### config.mk
export PLATFORM = sky130hd
export DESIGN_NAME = simd_requantize_pack_top
export DESIGN_NICKNAME = d
export VERILOG_FILES = /design/src/sv/rqp_pkg.sv /design/src/sv/rqp_split.sv /design/src/sv/rqp_shift.sv /design/src/sv/rqp_round.sv /design/src/sv/rqp_pack.sv /design/src/sv/simd_requantize_pack_top.sv
export SDC_FILE = /design/constraint.sdc
export NUM_CORES = 2
export LEC_CHECK = 0
export ABC_AREA = 1
export BUFFER_PORTS_ARGS = -buffer_cell sky130_fd_sc_hd__buf_2
export CELL_PAD_IN_SITES_DETAIL_PLACEMENT = 0
export CELL_PAD_IN_SITES_GLOBAL_PLACEMENT = 2
export CORE_ASPECT_RATIO = 0.9
export CORE_UTILIZATION = 36
export DETAILED_ROUTE_END_ITERATION = 7
export GPL_TIMING_DRIVEN = 1
export PLACE_DENSITY = 0.75
export SLEW_MARGIN = 20
export SYNTH_ARGS = -nofsm -noshare
export SYNTH_HDL_FRONTEND = slang
export SYNTH_SLANG_ARGS = --single-unit
### constraint.sdc
create_clock -name clk -period 22.2 [get_ports clk]
set_clock_uncertainty 0.1 [all_clocks]
set_input_delay 6.66 -clock clk [delete_from_list [all_inputs] [get_ports clk]]
set_output_delay 6.66 -clock clk [all_outputs]
set_load 0.03 [all_outputs]
### src/sv/rqp_pkg.sv
`timescale 1ns / 1ps
`default_nettype none

package rqp_pkg;

  // Number of lanes carried through the datapath (the four-bit precision uses all of them).
  localparam int unsigned LANES     = 8;
  localparam int unsigned LANE_W    = 64;
  localparam int unsigned ACC_W     = 96;
  localparam int unsigned WORD_W    = 32;
  localparam int unsigned SHIFT_W   = 7;
  localparam int unsigned CFG_IDX_W = 2;

  typedef enum logic [1:0] {
    PREC_4  = 2'd0,
    PREC_8  = 2'd1,
    PREC_16 = 2'd2,
    PREC_32 = 2'd3
  } prec_t;

  typedef enum logic [1:0] {
    RND_EVEN = 2'd0,
    RND_ZERO = 2'd1,
    RND_PINF = 2'd2,
    RND_NINF = 2'd3
  } rnd_t;

  typedef enum logic [CFG_IDX_W-1:0] {
    CFG_PRECISION = 2'd0,
    CFG_ROUND     = 2'd1,
    CFG_SCALE     = 2'd2,
    CFG_UNUSED    = 2'd3
  } cfg_idx_t;

  typedef logic [LANE_W-1:0]            lane_t;
  typedef lane_t [LANES-1:0]            lane_vec_t;

  // Static configuration; the user must keep it stable whenever items are in flight, as the block does not enforce it.
  typedef struct packed {
    prec_t              prec;
    rnd_t               rnd;
    logic [SHIFT_W-1:0] shift;
  } cfg_t;

  // After lane split.
  typedef struct packed {
    lane_vec_t lane;
    logic      wide_ovf;
    logic      wide_neg;
  } split_t;

  // After the shift: truncated value plus round and sticky bits per lane.
  typedef struct packed {
    lane_vec_t        trunc;
    logic [LANES-1:0] rbit;
    logic [LANES-1:0] sticky;
    logic [LANES-1:0] neg;
    logic             wide_ovf;
    logic             wide_neg;
  } shifted_t;

  // After rounding.
  typedef struct packed {
    lane_vec_t val;
    logic      wide_ovf;
    logic      wide_neg;
  } rounded_t;

endpackage

`default_nettype wire

### src/sv/rqp_split.sv
`timescale 1ns / 1ps
`default_nettype none

module rqp_split
  import rqp_pkg::*;
(
  input  wire logic              clk,
  input  wire logic              rst_n,
  input  wire cfg_t              cfg,
  input  wire logic              up_valid,
  output logic                   up_ready,
  input  wire logic [ACC_W-1:0]  acc,
  output logic                   dn_valid,
  input  wire logic              dn_ready,
  output split_t                 dn_data
);

  logic   vld_r, vld_nxt;
  split_t data_r, data_nxt;

  // Cut the accumulator into lanes, sign or zero extended to 64 bits.
  always_comb begin
    data_nxt = '0;
    case (cfg.prec)
      PREC_4: begin
        for (int i = 0; i < 8; i++) begin
          data_nxt.lane[i] = {52'd0, acc[12*i +: 12]};
        end
      end
      PREC_8: begin
        for (int i = 0; i < 4; i++) begin
          data_nxt.lane[i] = {{40{acc[24*i+23]}}, acc[24*i +: 24]};
        end
      end
      PREC_16: begin
        for (int i = 0; i < 2; i++) begin
          data_nxt.lane[i] = {{16{acc[48*i+47]}}, acc[48*i +: 48]};
        end
      end
      PREC_32: begin
        data_nxt.lane[0] = acc[63:0];
        data_nxt.wide_ovf = !((acc[95:64] == 32'd0) || (acc[95:64] == 32'hFFFF_FFFF));
        data_nxt.wide_neg = acc[95];
      end
      default: data_nxt = '0;
    endcase
  end

  assign up_ready = !vld_r || dn_ready;
  assign vld_nxt  = up_ready ? up_valid : vld_r;

  always_ff @(posedge clk) begin
    if (!rst_n) begin
      vld_r <= 1'b0;
    end else begin
      vld_r <= vld_nxt;
    end
  end

  always_ff @(posedge clk) begin
    if (up_ready && up_valid) begin
      data_r <= data_nxt;
    end
  end

  assign dn_valid = vld_r;
  assign dn_data  = data_r;

endmodule

`default_nettype wire

### src/sv/rqp_shift.sv
`timescale 1ns / 1ps
`default_nettype none

module rqp_shift
  import rqp_pkg::*;
(
  input  wire logic     clk,
  input  wire logic     rst_n,
  input  wire cfg_t     cfg,
  input  wire logic     up_valid,
  output logic          up_ready,
  input  wire split_t   up_data,
  output logic          dn_valid,
  input  wire logic     dn_ready,
  output shifted_t      dn_data
);

  logic               vld_r, vld_nxt;
  shifted_t           data_r, data_nxt;
  logic               right;
  logic [5:0]         rsh;
  logic [5:0]         rpos;
  logic [SHIFT_W-1:0] lsh;
  lane_t              smask;

  // A positive amount shifts right and keeps the round and sticky bits;
  // zero or negative shifts left and wraps in 64 bits.
  always_comb begin
    right = !cfg.shift[SHIFT_W-1] && (cfg.shift != '0);
    rsh   = cfg.shift[5:0];
    rpos  = rsh - 6'd1;
    lsh   = (~cfg.shift) + {{(SHIFT_W-1){1'b0}}, 1'b1};
    smask = (lane_t'(1) << rpos) - lane_t'(1);

    data_nxt          = '0;
    data_nxt.wide_ovf = up_data.wide_ovf;
    data_nxt.wide_neg = up_data.wide_neg;
    for (int i = 0; i < LANES; i++) begin
      data_nxt.neg[i] = up_data.lane[i][LANE_W-1];
      if (right) begin
        data_nxt.trunc[i]  = $signed(up_data.lane[i]) >>> rsh;
        data_nxt.rbit[i]   = up_data.lane[i][rpos];
        data_nxt.sticky[i] = |(up_data.lane[i] & smask);
      end else begin
        data_nxt.trunc[i]  = up_data.lane[i] << lsh;
        data_nxt.rbit[i]   = 1'b0;
        data_nxt.sticky[i] = 1'b0;
      end
    end
  end

  assign up_ready = !vld_r || dn_ready;
  assign vld_nxt  = up_ready ? up_valid : vld_r;

  always_ff @(posedge clk) begin
    if (!rst_n) begin
      vld_r <= 1'b0;
    end else begin
      vld_r <= vld_nxt;
    end
  end

  always_ff @(posedge clk) begin
    if (up_ready && up_valid) begin
      data_r <= data_nxt;
    end
  end

  assign dn_valid = vld_r;
  assign dn_data  = data_r;

endmodule

`default_nettype wire

### src/sv/rqp_round.sv
`timescale 1ns / 1ps
`default_nettype none

module rqp_round
  import rqp_pkg::*;
(
  input  wire logic     clk,
  input  wire logic     rst_n,
  input  wire cfg_t     cfg,
  input  wire logic     up_valid,
  output logic          up_ready,
  input  wire shifted_t up_data,
  output logic          dn_valid,
  input  wire logic     dn_ready,
  output rounded_t      dn_data
);

  logic             vld_r, vld_nxt;
  rounded_t         data_r, data_nxt;
  logic [LANES-1:0] inc;
  logic [LANES-1:0] lost;

  always_comb begin
    data_nxt          = '0;
    data_nxt.wide_ovf = up_data.wide_ovf;
    data_nxt.wide_neg = up_data.wide_neg;
    for (int i = 0; i < LANES; i++) begin
      lost[i] = up_data.rbit[i] || up_data.sticky[i];
      case (cfg.rnd)
        RND_EVEN: inc[i] = up_data.rbit[i] && (up_data.sticky[i] || up_data.trunc[i][0]);
        RND_ZERO: inc[i] = up_data.neg[i] && lost[i];
        RND_PINF: inc[i] = !up_data.neg[i] && lost[i];
        RND_NINF: inc[i] = 1'b0;
        default:  inc[i] = 1'b0;
      endcase
      data_nxt.val[i] = up_data.trunc[i] + {{(LANE_W-1){1'b0}}, inc[i]};
    end
  end

  assign up_ready = !vld_r || dn_ready;
  assign vld_nxt  = up_ready ? up_valid : vld_r;

  always_ff @(posedge clk) begin
    if (!rst_n) begin
      vld_r <= 1'b0;
    end else begin
      vld_r <= vld_nxt;
    end
  end

  always_ff @(posedge clk) begin
    if (up_ready && up_valid) begin
      data_r <= data_nxt;
    end
  end

  assign dn_valid = vld_r;
  assign dn_data  = data_r;

endmodule

`default_nettype wire

### src/sv/rqp_pack.sv
`timescale 1ns / 1ps
`default_nettype none

module rqp_pack
  import rqp_pkg::*;
(
  input  wire logic               clk,
  input  wire logic               rst_n,
  input  wire cfg_t               cfg,
  input  wire logic               up_valid,
  output logic                    up_ready,
  input  wire rounded_t           up_data,
  output logic                    dn_valid,
  input  wire logic               dn_ready,
  output logic [WORD_W-1:0]       dn_word
);

  logic              vld_r, vld_nxt;
  logic [WORD_W-1:0] word_r, word_nxt;

  function automatic logic [3:0] sat_u4(lane_t v);
    logic [3:0] r;
    if (v[LANE_W-1]) begin
      r = 4'd0;
    end else if (v[LANE_W-2:4] != '0) begin
      r = 4'hF;
    end else begin
      r = v[3:0];
    end
    return r;
  endfunction

  function automatic logic [7:0] sat_s8(lane_t v);
    logic [7:0] r;
    if (v[LANE_W-1:7] == {(LANE_W-7){v[LANE_W-1]}}) begin
      r = v[7:0];
    end else begin
      r = v[LANE_W-1] ? 8'h80 : 8'h7F;
    end
    return r;
  endfunction

  function automatic logic [15:0] sat_s16(lane_t v);
    logic [15:0] r;
    if (v[LANE_W-1:15] == {(LANE_W-15){v[LANE_W-1]}}) begin
      r = v[15:0];
    end else begin
      r = v[LANE_W-1] ? 16'h8000 : 16'h7FFF;
    end
    return r;
  endfunction

  function automatic logic [31:0] sat_s32(lane_t v);
    logic [31:0] r;
    if (v[LANE_W-1:31] == {(LANE_W-31){v[LANE_W-1]}}) begin
      r = v[31:0];
    end else begin
      r = v[LANE_W-1] ? 32'h8000_0000 : 32'h7FFF_FFFF;
    end
    return r;
  endfunction

  always_comb begin
    word_nxt = '0;
    case (cfg.prec)
      PREC_4: begin
        for (int i = 0; i < 8; i++) begin
          word_nxt[4*i +: 4] = sat_u4(up_data.val[i]);
        end
      end
      PREC_8: begin
        for (int i = 0; i < 4; i++) begin
          word_nxt[8*i +: 8] = sat_s8(up_data.val[i]);
        end
      end
      PREC_16: begin
        for (int i = 0; i < 2; i++) begin
          word_nxt[16*i +: 16] = sat_s16(up_data.val[i]);
        end
      end
      PREC_32: begin
        // An accumulator whose upper 32 bits are neither all zeros nor all ones saturates without scaling.
        if (up_data.wide_ovf) begin
          word_nxt = up_data.wide_neg ? 32'h8000_0000 : 32'h7FFF_FFFF;
        end else begin
          word_nxt = sat_s32(up_data.val[0]);
        end
      end
      default: word_nxt = '0;
    endcase
  end

  assign up_ready = !vld_r || dn_ready;
  assign vld_nxt  = up_ready ? up_valid : vld_r;

  always_ff @(posedge clk) begin
    if (!rst_n) begin
      vld_r <= 1'b0;
    end else begin
      vld_r <= vld_nxt;
    end
  end

  always_ff @(posedge clk) begin
    if (up_ready && up_valid) begin
      word_r <= word_nxt;
    end
  end

  assign dn_valid = vld_r;
  assign dn_word  = word_r;

endmodule

`default_nettype wire

### src/sv/simd_requantize_pack_top.sv
`timescale 1ns / 1ps
`default_nettype none

// Requantizer for a 96-bit MAC accumulator word. Each input transfer carries one
// accumulator (bits 63..0 in in_tdata[63:0], bits 95..64 in in_tdata[95:64]) and
// produces exactly one output transfer with one 32-bit packed word. The precision
// register selects eight unsigned 12-bit lanes saturated to 4 bits, four signed 24-bit
// lanes saturated to 8 bits, two signed 48-bit lanes saturated to 16 bits, or one
// 96-bit value saturated to 32 bits; lane 0 sits in the least significant bits of the
// result. Every lane is shifted by the signed shift-amount register (right with the
// selected rounding mode when positive, left with 64-bit wrap otherwise) before
// saturation. In the 32-bit mode, an accumulator whose upper 32 bits are neither all
// zeros nor all ones saturates directly by its top bit. The datapath is a four-stage
// pipeline (lane split, shift, round, saturate and pack), and one item is accepted
// every cycle as long as the output side keeps taking words. Each stage has its own
// valid bit and a ready that passes combinationally through every later stage to
// out_tready, so a stall at the output fills the bubbles first and the input stays
// open until all four stages hold data. Configuration registers are written through
// cfg_wr_en/cfg_index/cfg_wdata and must only change while the pipeline is empty; an
// index beyond the three registers is ignored.

module simd_requantize_pack_top
  import rqp_pkg::*;
(
  input  wire logic                 clk,
  input  wire logic                 rst_n,

  input  wire logic                 in_tvalid,
  output logic                      in_tready,
  input  wire logic [ACC_W-1:0]     in_tdata,   // acc_low [63:0], acc_high [95:64]

  output logic                      out_tvalid,
  input  wire logic                 out_tready,
  output logic [WORD_W-1:0]         out_tdata,  // packed_word [31:0]

  input  wire logic                 cfg_wr_en,
  input  wire logic [CFG_IDX_W-1:0] cfg_index,
  input  wire logic [SHIFT_W-1:0]   cfg_wdata
);

  cfg_t     cfg_r, cfg_nxt;
  logic     s1_valid, s1_ready;
  split_t   s1_data;
  logic     s2_valid, s2_ready;
  shifted_t s2_data;
  logic     s3_valid, s3_ready;
  rounded_t s3_data;

  // Register file: each write updates only the addressed register.
  always_comb begin
    cfg_nxt = cfg_r;
    if (cfg_wr_en) begin
      case (cfg_idx_t'(cfg_index))
        CFG_PRECISION: cfg_nxt.prec  = prec_t'(cfg_wdata[1:0]);
        CFG_ROUND:     cfg_nxt.rnd   = rnd_t'(cfg_wdata[1:0]);
        CFG_SCALE:     cfg_nxt.shift = cfg_wdata;
        default:       cfg_nxt       = cfg_r;
      endcase
    end
  end

  always_ff @(posedge clk) begin
    if (!rst_n) begin
      cfg_r.prec  <= PREC_8;
      cfg_r.rnd   <= RND_EVEN;
      cfg_r.shift <= '0;
    end else begin
      cfg_r <= cfg_nxt;
    end
  end

  // Stage 1: split the accumulator into lanes.
  rqp_split u_split (
    .clk      (clk),
    .rst_n    (rst_n),
    .cfg      (cfg_r),
    .up_valid (in_tvalid),
    .up_ready (in_tready),
    .acc      (in_tdata),
    .dn_valid (s1_valid),
    .dn_ready (s1_ready),
    .dn_data  (s1_data)
  );

  // Stage 2: barrel shift and extract the round and sticky bits.
  rqp_shift u_shift (
    .clk      (clk),
    .rst_n    (rst_n),
    .cfg      (cfg_r),
    .up_valid (s1_valid),
    .up_ready (s1_ready),
    .up_data  (s1_data),
    .dn_valid (s2_valid),
    .dn_ready (s2_ready),
    .dn_data  (s2_data)
  );

  // Stage 3: rounding increment.
  rqp_round u_round (
    .clk      (clk),
    .rst_n    (rst_n),
    .cfg      (cfg_r),
    .up_valid (s2_valid),
    .up_ready (s2_ready),
    .up_data  (s2_data),
    .dn_valid (s3_valid),
    .dn_ready (s3_ready),
    .dn_data  (s3_data)
  );

  // Stage 4: saturate, pack and hold the output word.
  rqp_pack u_pack (
    .clk      (clk),
    .rst_n    (rst_n),
    .cfg      (cfg_r),
    .up_valid (s3_valid),
    .up_ready (s3_ready),
    .up_data  (s3_data),
    .dn_valid (out_tvalid),
    .dn_ready (out_tready),
    .dn_word  (out_tdata)
  );

endmodule

`default_nettype wire

==> impl_metrics.json <==
{
  "setup_viol": 0,
  "cp.required_ps": 15440,
  "port_buffers": 143,
  "synth_seq_cells": 1305,
  "setup_slack_ps": 7110,
  "ff2ff_setup_slack_ps": 14190,
  "status": "finished clean",
  "cts_resized": 0,
  "grt.overflow.total": 0,
  "synth-main-ff-cell": "edfxtp_1",
  "ir_drop_mv": 0.0584,
  "drt_iter0_drc": 11296,
  "wire_per_inst_um": 28.3,
  "crit_arrival_ps": 8330,
  "min_period_ps": 15090,
  "max-slew-margin-rel": 0.0643,
  "pin_count": 144,
  "insertion_delay_ps": 840,
  "maxCapViolations": 0,
  "syn_to_final_growth_pct": 9.40,
  "crit_path_start_kind": "input port",
  "r2r_start": "cfg_r[0]$_SDFFE_PN0P_",
  "power_switching_uw": 2970,
  "maxSlewViolCount": 0,
  "final_common_cell": "nand2_1",
  "drc": 0,
  "min_path_cells": 2,
  "cts_buffer_depth": 4,
  "async_flop_share": 0,
  "postSynthCellCount": 11417,
  "drt-total-wl_um": 411000,
  "die_x_um": 522,
  "cts-hold-fix-buffers": 0,
  "dp_hpwl_um": 323000,
  "gp_congestion": 0.980,
  "leakage_uw": 0.0384,
  "hold_ws_ps": 396,
  "hold_violations": 0,
  "antenna_found_initial": 28,
  "power.internal_uw": 5000,
  "yosysSeqAreaShare": 0.445,
  "hp-start": "cfg_r[8]$_SDFFE_PN0P_",
  "tns_ps": 0,
  "track_usage": 0.326,
  "viasPerCell": 5.75,
  "endpoint_kind": "output pin",
  "cts_root_buffer": "clkbuf_16",
  "powerDensity_nw_per_um2": 83.1,
  "fp.dieH_um": 470,
  "num_rows": 171,
  "antenna_left": 0,
  "grt_max_degree": 195,
  "htreeDepth": 4,
  "die-area_um2": 246000,
  "period_share": 0.680,
  "ys_top_cells_by_area": "edfxtp_1, nand2_1, o21ai_0",
  "clockPowerShare": 0.319,
  "ys_warn_count": 0,
  "cts_num_sinks": 1305,
  "power_frac_comb": 0.282,
  "synth_top_area_frac": 0.442,
  "postCtsSetupBuffers": 0,
  "cts_made_buffers": 156,
  "r2r_cells": 23,
  "syn-cell-area_um2": 87700,
  "p_sw_frac": 0.373,
  "clkTransAtPathRegs_ps": 50,
  "cts_tree": "done",
  "r2r-end": "u_shift.dn_data[10]$_SDFFCE_PN0P_",
  "finalNetCount": 11349,
  "yosysTopAreaCell": "edfxtp_1",
  "grt_pass1_wl_um": 574000,
  "core_um2": 242000,
  "path_class": "in -> out",
  "start_util": 0.363,
  "drive_gt1_frac": 0.0581,
  "drt-pass1-iter-count": 7,
  "fmax_mhz": 66.3,
  "synth.distinct_cells": 73,
  "vias": 83599,
  "min_to": "cfg_r[8]$_SDFFE_PN0P_",
  "crit_fanout": 3,
  "layout_common_cells": "nand2_1, o21ai_0, edfxtp_1",
  "tightest_slew_ps": 1390,
  "synth_nets": 11551,
  "sequentialPowerShare": 0.399,
  "grt_pass1_vias": 76514,
  "synth_edf_count": 1290,
  "dpl_worst_slack_ps": 7050,
  "syn_area_per_cell_um2": 7.68,
  "rsz0062_at_grt": "no",
  "hold_path_class": "reg -> reg"
}
how the worst max path moves through the flow:
stage	end	slack, ps	from
floorplan	u_shift.dn_data[0]$_DFFE_PP_	3970	out_tready
global placement	in_tready	7000	out_tready
detailed placement	in_tready	7050	out_tready
CTS	in_tready	7040	out_tready
global route	in_tready	6920	out_tready
finish	in_tready	7110	out_tready
power groups by stage:
stage / sequential (uW) / clock (uW) / combinational, uW
after floorplan: 3120 / 0 / 1330
after global placement: 3220 / 0 / 2170
after detailed placement: 3220 / 0 / 2160
after CTS: 3170 / 2590 / 2170
after global routing: 3180 / 2670 / 2400
final: 3180 / 2550 / 2250
registers in the layout, summed over array words and instances (netlist names):
name / count
u_shift.dn_data: 534
u_round.dn_data: 514
u_split.dn_data: 210
u_pack.dn_word: 32
cfg_r: 11
u_pack.dn_valid: 1
u_round.dn_valid: 1
u_shift.dn_valid: 1
u_split.dn_valid: 1
cells by family after synthesis:
logic type / synth area share
AO/OA/AOI/OAI: 0.148
XOR/XNOR: 0.0480
adder cells (fa/ha/maj): 0.00342
buffers and inverters: 0.0793
flip-flops: 0.445
multiplexers: 0.0169
AND/OR/NAND/NOR: 0.259
worst max-delay path: stages:
cell    delay (ps)
buf_2          100
nor2_1         270
inv_1          110
nor2_1         130
inv_1          110
nor2_1         150
inv_1          110
nor2_1         290
inv_1          180
buf_2          210
Yosys cell counts, drive strengths merged, types with 6 or more instances:
master / number
o2111ai: 26
edfxtp: 1290
o211ai: 101
a21boi: 12
mux2i: 148
nor3: 256
nand4: 245
a211oi: 6
or2: 27
o221ai: 44
nor4: 193
inv: 1186
nand3: 529
ha: 24
a22oi: 10
a21oi: 571
o22ai: 133
buf: 193
nand3b: 11
nand2: 2766
o32ai: 9
a32oi: 6
xor2: 345
and2: 10
xnor2: 136
a221oi: 24
o31ai: 11
dfxtp: 15
a31oi: 35
nor3b: 13
o21a: 8
clkbuf: 411
a22o: 6
nor2: 1220
o41ai: 6
o21ai: 1351
cell type report:
type                    instances  area, um^2
diodes                         12        30.0
clock buffers                 181        4080
clock inverters                79         876
fillers                     25117      146000
inverters                    1188        4520
multi-input cells            8320       41900
flip-flops and latches       1305       39100
well taps                    3200        4000
repair buffers                244        1530
per-stage QoR:
step,power [uW],area (um^2),util,std cells
floorplan,4450,87700,-,11417
global placement,5380,91000,0.376,14256
detailed placement,5380,91000,0.376,14256
CTS,7930,95900,0.397,14516
global route,8250,95900,0.397,14519
finish,7970,96000,0.397,14529
routing by layer:
layer  up-vias  global-route usage  wire length [um]
met3       463              0.0654             38700
met4        16              0.0891             11600
met5         -                   0               101
li1      38574                   -                 -
met2      3951               0.443            161000
met1     40595               0.510            199000
Power figures use the tool's default switching activity.
